[config.mk]
export PLATFORM = sky130hd
export DESIGN_NAME = sync_word_frame_aligner
export DESIGN_NICKNAME = d
export VERILOG_FILES = /design/src/rtl/core/swfa_pkg.sv /design/src/rtl/core/swfa_step.sv /design/src/rtl/core/swfa_emit.sv /design/src/rtl/core/sync_word_frame_aligner.sv
export SDC_FILE = /design/constraint.sdc
export NUM_CORES = 1
export LEC_CHECK = 0
export BUFFER_PORTS_ARGS = -buffer_cell sky130_fd_sc_hd__buf_4
export CAP_MARGIN = 5
export CORE_ASPECT_RATIO = 1.4
export CORE_MARGIN = 5
export CORE_UTILIZATION = 55
export DETAILED_ROUTE_END_ITERATION = 12
export HOLD_SLACK_MARGIN = 0.05
export PLACE_DENSITY = 0.77
export SYNTH_ARGS = -nofsm -noshare
export SYNTH_HDL_FRONTEND = slang
export SYNTH_SLANG_ARGS = --single-unit
[constraint.sdc]
create_clock -name clk -period 10.74 [get_ports clk]
set_input_delay 3.222 -clock clk [delete_from_list [all_inputs] [get_ports clk]]
set_output_delay 3.222 -clock clk [all_outputs]
set_load 0.03 [all_outputs]
[src/rtl/core/swfa_pkg.sv]
// ----------------------------------------------------------------------------
// swfa_pkg
// Shared types, constants and helpers of the sync word frame aligner.
// ----------------------------------------------------------------------------
`default_nettype none

package swfa_pkg;

  localparam int MAX_SYNC_BITS = 64;
  localparam int LEN_W         = 7;
  localparam int ADDR_W        = 5;
  localparam int DATA_W        = 64;

  localparam logic [7:0]       HDR_BYTE0         = 8'hED;
  localparam logic [7:0]       HDR_BYTE1         = 8'hE2;
  localparam logic [7:0]       HDR_BYTE_COUNT    = 8'd2;
  localparam logic [7:0]       MAX_BYTE_COUNT    = 8'hFF;
  localparam logic [2:0]       FIRST_BIT_COUNT   = 3'd3;
  localparam logic [LEN_W-1:0] SYNC_LENGTH_RESET = 7'd16;
  localparam logic [7:0]       FRAME_BYTES_RESET = 8'd104;

  localparam logic [1:0] REG_SYNC_PATTERN = 2'd0;
  localparam logic [1:0] REG_SYNC_LENGTH  = 2'd1;
  localparam logic [1:0] REG_FRAME_BYTES  = 2'd2;

  localparam logic KIND_MARKER = 1'b0;
  localparam logic KIND_DATA   = 1'b1;

  typedef enum logic [1:0] {
    SLOT_BYTE,
    SLOT_MARK,
    SLOT_HDR0,
    SLOT_HDR1
  } slot_t;

  typedef struct packed {
    logic [MAX_SYNC_BITS-1:0] hist;
    logic [7:0]               acc;
    logic [2:0]               bit_count;
    logic [7:0]               byte_count;
    logic                     in_frame;
    logic                     pol;
  } state_t;

  typedef struct packed {
    logic        has_byte;
    logic [7:0]  byte_val;
    logic        byte_inv;
    logic        has_sync;
    logic        sync_inv;
    logic [31:0] ts;
  } rec_t;

  function automatic logic [MAX_SYNC_BITS-1:0] sync_mask(input logic [LEN_W-1:0] len);
    logic [MAX_SYNC_BITS-1:0] m;
    if (len >= LEN_W'(MAX_SYNC_BITS)) begin
      m = '1;
    end else begin
      m = (MAX_SYNC_BITS'(1) << len) - MAX_SYNC_BITS'(1);
    end
    return m;
  endfunction

endpackage

`default_nettype wire

[src/rtl/core/swfa_step.sv]
// ----------------------------------------------------------------------------
// swfa_step
// Next-state and result record for one received bit.
// ----------------------------------------------------------------------------
`default_nettype none

module swfa_step (
  input  swfa_pkg::state_t                          cur,
  input  logic                                      bit_value,
  input  logic [31:0]                               time_stamp,
  input  logic [swfa_pkg::MAX_SYNC_BITS-1:0]        sync_pattern,
  input  logic [swfa_pkg::MAX_SYNC_BITS-1:0]        mask,
  input  logic [7:0]                                frame_bytes,
  output swfa_pkg::state_t                          nxt,
  output swfa_pkg::rec_t                            rec
);

  logic                                 b;
  logic [7:0]                           acc_sh;
  logic [swfa_pkg::MAX_SYNC_BITS-1:0]   diff;

  always_comb begin
    nxt          = cur;
    rec.has_byte = 1'b0;
    rec.byte_val = '0;
    rec.byte_inv = cur.pol;
    rec.has_sync = 1'b0;
    rec.sync_inv = 1'b0;
    rec.ts       = time_stamp;
    b            = bit_value ^ cur.pol;
    acc_sh       = {cur.acc[6:0], b};

    if (cur.in_frame) begin
      nxt.acc       = acc_sh;
      nxt.bit_count = cur.bit_count + 3'd1;
      if (nxt.bit_count == 3'd0) begin
        rec.has_byte = 1'b1;
        rec.byte_val = acc_sh;
        nxt.acc      = '0;
        if (cur.byte_count != swfa_pkg::MAX_BYTE_COUNT) begin
          nxt.byte_count = cur.byte_count + 8'd1;
        end
        if (nxt.byte_count >= frame_bytes) begin
          nxt.in_frame = 1'b0;
        end
      end
    end

    nxt.hist = {cur.hist[swfa_pkg::MAX_SYNC_BITS-2:0], bit_value};
    diff     = (nxt.hist ^ sync_pattern) & mask;

    if (!nxt.in_frame && (diff == '0 || diff == mask)) begin
      rec.has_sync   = 1'b1;
      rec.sync_inv   = (diff != '0);
      nxt.pol        = (diff != '0);
      nxt.byte_count = swfa_pkg::HDR_BYTE_COUNT;
      nxt.in_frame   = 1'b1;
      nxt.bit_count  = swfa_pkg::FIRST_BIT_COUNT;
      nxt.acc        = '0;
    end
  end

endmodule

`default_nettype wire

[src/rtl/core/swfa_emit.sv]
// ----------------------------------------------------------------------------
// swfa_emit
// Two-entry record queue and serializer that sends each record as beats.
// ----------------------------------------------------------------------------
`default_nettype none

module swfa_emit (
  input  logic                clk,
  input  logic                rst,
  input  logic                push,
  input  swfa_pkg::rec_t      rec_in,
  output logic                has_room,
  output logic                out_valid,
  input  logic                out_ready,
  output logic                item_kind,
  output logic [7:0]          data_byte,
  output logic                inverted,
  output logic [31:0]         start_time,
  output logic                last
);

  swfa_pkg::rec_t   q [2];
  logic             wr_ptr;
  logic             rd_ptr;
  logic [1:0]       count;
  logic [1:0]       phase;
  swfa_pkg::rec_t   head;
  swfa_pkg::slot_t  slot;
  logic [2:0]       n_items;
  logic             pop;
  logic             beat;

  assign has_room  = (count != 2'd2);
  assign out_valid = (count != 2'd0);
  assign head      = q[rd_ptr];
  assign slot      = swfa_pkg::slot_t'(head.has_byte ? phase : phase + 2'd1);
  assign n_items   = {2'b00, head.has_byte} + (head.has_sync ? 3'd3 : 3'd0);
  assign last      = ({1'b0, phase} == n_items - 3'd1);
  assign beat      = out_valid && out_ready;
  assign pop       = beat && last;

  always_comb begin
    item_kind  = swfa_pkg::KIND_DATA;
    data_byte  = '0;
    inverted   = head.sync_inv;
    start_time = '0;
    case (slot)
      swfa_pkg::SLOT_BYTE: begin
        data_byte = head.byte_val;
        inverted  = head.byte_inv;
      end
      swfa_pkg::SLOT_MARK: begin
        item_kind  = swfa_pkg::KIND_MARKER;
        start_time = head.ts;
      end
      swfa_pkg::SLOT_HDR0: begin
        data_byte = swfa_pkg::HDR_BYTE0;
      end
      swfa_pkg::SLOT_HDR1: begin
        data_byte = swfa_pkg::HDR_BYTE1;
      end
      default: begin
        data_byte = '0;
      end
    endcase
  end

  always_ff @(posedge clk) begin
    if (push) begin
      q[wr_ptr] <= rec_in;
    end
  end

  always_ff @(posedge clk) begin
    if (rst) begin
      wr_ptr <= 1'b0;
      rd_ptr <= 1'b0;
      count  <= '0;
      phase  <= '0;
    end else begin
      if (push) begin
        wr_ptr <= ~wr_ptr;
      end
      if (pop) begin
        rd_ptr <= ~rd_ptr;
        phase  <= '0;
      end else if (beat) begin
        phase <= phase + 2'd1;
      end
      if (push && !pop) begin
        count <= count + 2'd1;
      end else if (pop && !push) begin
        count <= count - 2'd1;
      end
    end
  end

endmodule

`default_nettype wire

[src/rtl/core/sync_word_frame_aligner.sv]
// ----------------------------------------------------------------------------
// sync_word_frame_aligner
// Finds a sync word (true or inverted) in a bit stream and packs the frame
// that follows into bytes, led by a frame-start beat and two header bytes.
// ----------------------------------------------------------------------------
//   Channel   Direction  Handshake             Payload
//   in        sink       in_valid / in_ready   bit_value, time_stamp
//   out       source     out_valid / out_ready item_kind, data_byte, inverted,
//                                              start_time, last
//   config    APB slave  psel/penable/pwrite   paddr, pwdata, prdata
//
// A bit is taken whenever the two-record result queue has room.
// Each bit yields zero to four beats, sent one per cycle from the queue while out_ready is high.
// Reset is synchronous and clears all state but the queue storage at once; no clearing pass.
// A stalled output holds its beat while the queue still takes bits as long as it has room.
// ----------------------------------------------------------------------------
`default_nettype none

module sync_word_frame_aligner (
  input  logic                              clk,
  input  logic                              rst,
  input  logic                              in_valid,
  output logic                              in_ready,
  input  logic                              bit_value,
  input  logic [31:0]                       time_stamp,
  output logic                              out_valid,
  input  logic                              out_ready,
  output logic                              item_kind,
  output logic [7:0]                        data_byte,
  output logic                              inverted,
  output logic [31:0]                       start_time,
  output logic                              last,
  input  logic                              psel,
  input  logic                              penable,
  input  logic                              pwrite,
  input  logic [swfa_pkg::ADDR_W-1:0]       paddr,
  input  logic [swfa_pkg::DATA_W-1:0]       pwdata,
  output logic [swfa_pkg::DATA_W-1:0]       prdata,
  output logic                              pready
);

  logic [swfa_pkg::MAX_SYNC_BITS-1:0]  sync_pattern;
  logic [swfa_pkg::LEN_W-1:0]          sync_length;
  logic [swfa_pkg::MAX_SYNC_BITS-1:0]  mask;
  logic [7:0]                          frame_bytes;
  logic                                wr_en;
  logic [1:0]                          reg_idx;
  swfa_pkg::state_t                    state;
  swfa_pkg::state_t                    state_next;
  swfa_pkg::rec_t                      rec;
  logic                                accept;
  logic                                push;

  assign pready  = 1'b1;
  assign reg_idx = paddr[swfa_pkg::ADDR_W-1:3];
  assign wr_en   = psel && penable && pwrite && pready;

  always_comb begin
    case (reg_idx)
      swfa_pkg::REG_SYNC_PATTERN: prdata = sync_pattern;
      swfa_pkg::REG_SYNC_LENGTH:  prdata = swfa_pkg::DATA_W'(sync_length);
      swfa_pkg::REG_FRAME_BYTES:  prdata = swfa_pkg::DATA_W'(frame_bytes);
      default:                    prdata = '0;
    endcase
  end

  always_ff @(posedge clk) begin
    if (rst) begin
      sync_pattern <= '0;
      sync_length  <= swfa_pkg::SYNC_LENGTH_RESET;
      mask         <= swfa_pkg::sync_mask(swfa_pkg::SYNC_LENGTH_RESET);
      frame_bytes  <= swfa_pkg::FRAME_BYTES_RESET;
    end else if (wr_en) begin
      case (reg_idx)
        swfa_pkg::REG_SYNC_PATTERN: begin
          sync_pattern <= pwdata[swfa_pkg::MAX_SYNC_BITS-1:0];
        end
        swfa_pkg::REG_SYNC_LENGTH: begin
          sync_length <= pwdata[swfa_pkg::LEN_W-1:0];
          mask        <= swfa_pkg::sync_mask(pwdata[swfa_pkg::LEN_W-1:0]);
        end
        swfa_pkg::REG_FRAME_BYTES: begin
          frame_bytes <= pwdata[7:0];
        end
        default: begin
          sync_length <= sync_length;
        end
      endcase
    end
  end

  swfa_step u_step (
    .cur          (state),
    .bit_value    (bit_value),
    .time_stamp   (time_stamp),
    .sync_pattern (sync_pattern),
    .mask         (mask),
    .frame_bytes  (frame_bytes),
    .nxt          (state_next),
    .rec          (rec)
  );

  assign accept = in_valid && in_ready;
  assign push   = accept && (rec.has_byte || rec.has_sync);

  always_ff @(posedge clk) begin
    if (rst) begin
      state <= '0;
    end else if (accept) begin
      state <= state_next;
    end
  end

  swfa_emit u_emit (
    .clk        (clk),
    .rst        (rst),
    .push       (push),
    .rec_in     (rec),
    .has_room   (in_ready),
    .out_valid  (out_valid),
    .out_ready  (out_ready),
    .item_kind  (item_kind),
    .data_byte  (data_byte),
    .inverted   (inverted),
    .start_time (start_time),
    .last       (last)
  );

endmodule

`default_nettype wire

==> results of run 1 <==
-- logic make-up after synthesis --
kind of cell    Yosys count
compound gates          393
buf+inv                 195
xor+xnor                 94
fa+ha+maj                15
simple gates            650
mux                      59
flops                   321
other cells               1
-- cells in the mapped netlist, types with 23 or more instances --
cell	instances
a211oi_1	23
a21oi_1	178
a221oi_1	30
a22o_1	28
and2_1	63
clkbuf_1	99
dfxtp_1	233
edfxtp_1	88
inv_1	81
mux2i_1	57
nand2_1	337
nand3_1	23
nor2_1	127
o21ai_0	50
o22ai_1	31
xor2_1	75
-- per-layer routing --
metal	vias up	track usage, %	routed length, um
li1	6247	-	-
met1	6126	30.9	16000
met2	515	48.8	22300
met3	115	3.33	2620
met4	0	14.8	2690
met5	-	0	0
-- worst paths after layout --
path / cells after the start / startpoint / to / slack (ps)
max: 5 / paddr[4] / prdata[51] / 3180
min: 2 / sync_length[3] / sync_length[3] / 460
max reg2reg: 9 / sync_pattern[31] / u_emit.q[1][3] / 6980
min reg2reg: 2 / sync_length[3] / sync_length[3] / 460
-- power by group through the flow --
stage	Clock, mW	Combinational [mW]	Sequential, mW
2_1_floorplan	0	0.285	1.33
3_3_place_gp	0	0.433	1.33
3_5_place_dp	0	0.440	1.34
4_1_cts	1.07	0.441	1.31
5_1_grt	1.11	0.472	1.31
6_report	1.05	0.440	1.31
-- state kept, by name, indices dropped and copies added, names as in the netlist, named ones only --
signal         cells
u_emit.q          88
state             83
mask              64
sync_pattern      64
frame_bytes        8
sync_length        7
u_emit.count       2
u_emit.phase       2
u_emit.rd_ptr      1
u_emit.wr_ptr      1
-- cell type report --
cell class / instances / area share, %
Sequential cell: 321 / 41.1
Multi-Input combinational cell: 1212 / 39.4
Timing Repair Buffer: 229 / 9.68
Clock buffer: 44 / 4.97
Tap cell: 365 / 2.57
Inverter: 82 / 1.76
Clock inverter: 14 / 0.577
-- worst max-delay path: stages --
cell	delay, ps
buf_4	170
nor2_2	110
buf_4	410
and2_1	220
buf_4	160
-- through the flow --
stage | total power [mW] | instance area [um2] | worst slack (ps)
after floorplan | 1.61 | 15000 | 3090
after global placement | 1.77 | 16800 | 3260
after detailed placement | 1.78 | 16800 | 3200
after CTS | 2.82 | 17800 | 3190
after global routing | 2.90 | 17800 | 3080
final | 2.81 | 17800 | 3180
==> flow_summary.toml, run 1 <==
[run_status]
run_status = "finished clean"

[pwr]
p_sw_mw = 0.773
p_comb_share_pct = 15.7
p_leak_nw = 7.11
p_int_mw = 2.03
ir_worst_vdd_uv = 124
clkPwrFrac_pct = 37.6
p_sw_share_pct = 27.5
p_per_area_nw_per_um2 = 158
share_seq_of_total_power_pct = 46.7

[placed_design]
dpl.hpwl_um = 31200
portBuffers = 214
place_congestion = 0.983
placed_cells = 2209

[synthesis]
synth_compound_area_share_pct = 16.4
synth_edf_count = 88
avgSynthCellArea_um2 = 8.70
async_reset_ff_share_pct = 0
ys_top_cells_by_area = "dfxtp_1 31%, edfxtp_1 18%, nand2_1 8.4%"
ys_seq_area_share_pct = 48.6
ys.flop_type = "dfxtp_1"
syn_inst = 1728
synth_mux_area_share_pct = 4.02
synth_xor_area_share_pct = 5.48
synth_top_family_by_area = "simple AND/OR/NAND/NOR gates"
yosys_warnings = 0
syn-cell-area_um2 = 15000
yosys.area.top_type = "dfxtp_1"
yosysTopAreaCellShare_pct = 31.0
ys_ff_latch = 321
synthSimpleGateAreaFrac_pct = 19.3
synth_fa_ha_area_share_pct = 1.25
synthDistinctLibCells = 65
syn_nets = 1852

[routing]
first_pass_iters = 5
drt_iter0_markers = 963
via_count = 13003
routedWlPerCell_um = 19.2
vias_per_cell = 5.74
drc = 0
drt-total-wl_um = 43600
postRouteAntennaNets = 0

[timing]
finalSetupViolations = 0
post-route-period-util_pct = 70.4
finalHoldViolCount = 0
layout_min_cycle_time_ps = 7560
slew_violations = 0
tightest_slew_ps = 1190
setup_tns_ps = 0
max_freq_ghz = 0.132
skew_ps = 9.31
rsz0062_at_grt = "no"
slew_headroom_pct = 18.3
holdWs_ps = 455

[clocking]
cts_root_buf = "clkbuf_16"
cts_setup_buffers = 0
ctsHoldBuffers = 0
cts_made_buffers = 31
clock_latency_ps = 550
cts.path.max_buffers = 3
cts.sinks = 321
cts_resized = 0
htreeDepth = 1
cts_tree = "yes"
cts.clk_slew.worst_paths_ps = 60

[floorplan]
die_h_um = 206
coreArea_um2 = 26900
top_level_ports = 219
initial_core_util_pct = 55.8
die_w_um = 150
rows = 71
die_area_um2 = 30800

[setup_path]
endpoint_kind = "output port"
crit_arrival_ps = 4340
criticalPathCategory = "primary input to output port"
startpoint_type = "primary input"
cp_max_fo = 56
critPathRequiredTime_ps = 7520

[finish]
diodes = 0
drive_gt1_share_pct = 16.0
multiInputGateArea_um2 = 7010
final_nets = 2001
regArea_um2 = 7310
post_layout_nonfiller_instances = 2267
final_cell_mix = "336 x nand2_1, 232 x dfxtp_1, 228 x buf_4"
layout_commonest_cell = "nand2_1"
areaGrowthSynthToFinish_pct = 18.4
num-fill-cells = 2205
final_core_util_pct = 66.1

[hold_path]
hold_class = "flop to flop"

[run]
cap_viol_max_count = 0

[global_route]
grt_pass1_vias = 12222
grt_pass1_wl_um = 66100
grt_max_degree = 96
track_usage_pct = 27.0
antenna_found_initial = 0
gr-total-overflow = 0
(Power assumes the default switching activity.)
==> inputs of run 2 (changes only) <==
--- a/config.mk
+++ b/config.mk
@@ -5,6 +5,7 @@
 export SDC_FILE = /design/constraint.sdc
 export NUM_CORES = 1
 export LEC_CHECK = 0
+export ABC_AREA = 1
 export BUFFER_PORTS_ARGS = -buffer_cell sky130_fd_sc_hd__buf_4
 export CAP_MARGIN = 5
 export CORE_ASPECT_RATIO = 1.4
@@ -12,7 +13,7 @@
 export CORE_UTILIZATION = 55
 export DETAILED_ROUTE_END_ITERATION = 12
 export HOLD_SLACK_MARGIN = 0.05
-export PLACE_DENSITY = 0.77
+export PLACE_DENSITY = 0.76
 export SYNTH_ARGS = -nofsm -noshare
 export SYNTH_HDL_FRONTEND = slang
 export SYNTH_SLANG_ARGS = --single-unit
==> constraint.sdc (replaced) <==
create_clock -name clk -period 7.3 [get_ports clk]
set_input_delay 2.19 -clock clk [delete_from_list [all_inputs] [get_ports clk]]
set_output_delay 2.19 -clock clk [all_outputs]
set_load 0.03 [all_outputs]
==> flow_summary.toml, run 2 <==
[routing]
drt-total-wl_um = 56500
routedWlPerCell_um = 18.5
drc = 0
vias_per_cell = 5.50
via_count = 16838
postRouteAntennaNets = 0
drt_iter0_markers = 1314
first_pass_iters = 8

[clocking]
htreeDepth = 1
cts.path.max_buffers = 3
cts_tree = "yes"
cts.clk_slew.worst_paths_ps = 70
cts_root_buf = "clkbuf_16"
cts_resized = 0
cts.sinks = 321
ctsHoldBuffers = 0
cts_made_buffers = 30
clock_latency_ps = 580
cts_setup_buffers = 0

[pwr]
ir_worst_vdd_uv = 220
p_comb_share_pct = 11.1
p_sw_mw = 1.04
clkPwrFrac_pct = 41.8
p_sw_share_pct = 25.7
p_leak_nw = 9.03
p_per_area_nw_per_um2 = 206
share_seq_of_total_power_pct = 47.1
p_int_mw = 3.01

[run]
cap_viol_max_count = 0

[hold_path]
hold_class = "flop to flop"

[synthesis]
avgSynthCellArea_um2 = 6.76
ys_ff_latch = 321
yosys_warnings = 0
syn_nets = 2622
syn_inst = 2498
syn-cell-area_um2 = 16900
ys_top_cells_by_area = "dfxtp_1 28%, nand2_1 16%, edfxtp_1 16%"
synth_edf_count = 88
async_reset_ff_share_pct = 0
synthDistinctLibCells = 41
yosysTopAreaCellShare_pct = 27.6
yosysMostFrequentCell = "nand2_1"
ys.flop_type = "dfxtp_1"
synth_commonest_cells = "737 x nand2_1, 296 x inv_1, 279 x nor2_1"
yosys.area.top_type = "dfxtp_1"
ys_seq_area_share_pct = 43.3

[global_route]
antenna_found_initial = 0
grt_pass1_wl_um = 85900
grt_max_degree = 123
gr-total-overflow = 0
grt_pass1_vias = 16277
track_usage_pct = 31.8

[timing]
setup_tns_ps = 0
tightest_slew_ps = 1060
finalHoldViolCount = 0
slew_violations = 0
rsz0062_at_grt = "no"
slew_headroom_pct = 29.3
skew_ps = 17.5
post-route-period-util_pct = 81.0
max_freq_ghz = 0.169
finalSetupViolations = 0
layout_min_cycle_time_ps = 5910

[finish]
final_cell_mix = "736 x nand2_1, 293 x inv_1, 277 x nor2_1"
post_layout_nonfiller_instances = 3061
diodes = 0
areaGrowthSynthToFinish_pct = 16.7
num-fill-cells = 2742
largestRegisters = "u_emit.q (88), state (83)"
largest_reg_flops = 88
drive_gt1_share_pct = 11.8
layout_commonest_cell = "nand2_1"
final_nets = 2771
top_register = "u_emit.q"

[floorplan]
rows = 76
coreArea_um2 = 30500
top_level_ports = 219
die_w_um = 158
die_h_um = 217
die_area_um2 = 34300
initial_core_util_pct = 55.3

[setup_path]
critPathRequiredTime_ps = 5110
cp_slowest_cell = "buf_4"
endpoint_kind = "output port"
startpoint_type = "flop"
slowest_delay_ps = 420
criticalPathCategory = "flop to output port"
crit_arrival_ps = 3720
cp_max_fo = 45
path_cells = "buf_4 > inv_2 > or2_2 > o21ai_2 > xor2_1 > inv_1 > nor2_1 > inv_1 > o32ai_1 > buf_4"

[run_status]
run_status = "finished clean"

[placed_design]
portBuffers = 214
place_congestion = 0.999
placed_cells = 3005
dpl.hpwl_um = 43400
-- run 2: power by group through the flow --
| stage | clock network (mW) | registers (mW) | logic, mW |
|---|---|---|---|
| floorplan | 0 | 1.93 | 0.293 |
| global placement | 0 | 1.94 | 0.432 |
| detailed placement | 0 | 1.95 | 0.440 |
| CTS | 1.70 | 1.91 | 0.444 |
| global route | 1.78 | 1.91 | 0.498 |
| finish | 1.70 | 1.91 | 0.449 |
-- run 2: critical path, delay by kind of cell (launching register included) --
kind | cells | cell delay (ps)
flip-flops | 1 | 310
buffers and inverters | 5 | 1300
XOR/XNOR | 1 | 420
AND/OR/NAND/NOR | 2 | 520
AO/OA/AOI/OAI | 2 | 550
-- run 2: layout make-up --
class	count	area, um2	area share, %
Timing Repair Buffer	224	1680	8.54
Multi-Input combinational cell	1761	7990	40.5
Sequential cell	321	7310	37.1
Inverter	309	1160	5.89
Tap cell	390	488	2.48
Clock buffer	38	833	4.23
Clock inverter	18	241	1.23
-- run 2: metal layers --
metal / global-route usage [%] / routed length [um] / share of wire [%] / vias up
met2: 58.5 / 29100 / 51 / 604
li1: - / - / - / 8351
met4: 17.4 / 3610 / 6.4 / 0
met1: 34.9 / 20800 / 37 / 7729
met5: 0 / 0 / 0 / -
met3: 4.06 / 3050 / 5.4 / 154
-- run 2: worst paths after layout --
path	from	end	slack, ps	cells after the start
max	flop	data_byte[1]	1390	10
min	state[83]	state[83]	470	2
max reg2reg	state[2]	u_emit.q[0][7]	2630	19
min reg2reg	state[83]	state[83]	470	2
-- run 2: kinds of logic after synthesis --
family | share of synthesized area, %
xor gates and xnor gates | 0.519
and+or+nand+nor | 31.2
DFF | 43.3
buffers and inverters | 9.52
adders and majority gates | 1.11
AOI/OAI and AO/OA | 14.2
other | 0.0222
muxes | 0.178
-- run 2: per-stage QoR --
| step | hold slack, ps | cell area [um2] | power [mW] | setup WS, ps | util, % |
|---|---|---|---|---|---|
| after CTS | 476 | 19700 | 4.05 | 1370 | 64.5 |
| after global placement | 454 | 18600 | 2.38 | 1520 | 61.0 |
| after detailed placement | 466 | 18600 | 2.39 | 1480 | 61.0 |
| after floorplan | 441 | 16900 | 2.23 | 1800 | - |
| after global routing | 497 | 19700 | 4.19 | 1150 | 64.5 |
| final | 473 | 19700 | 4.05 | 1390 | 64.5 |
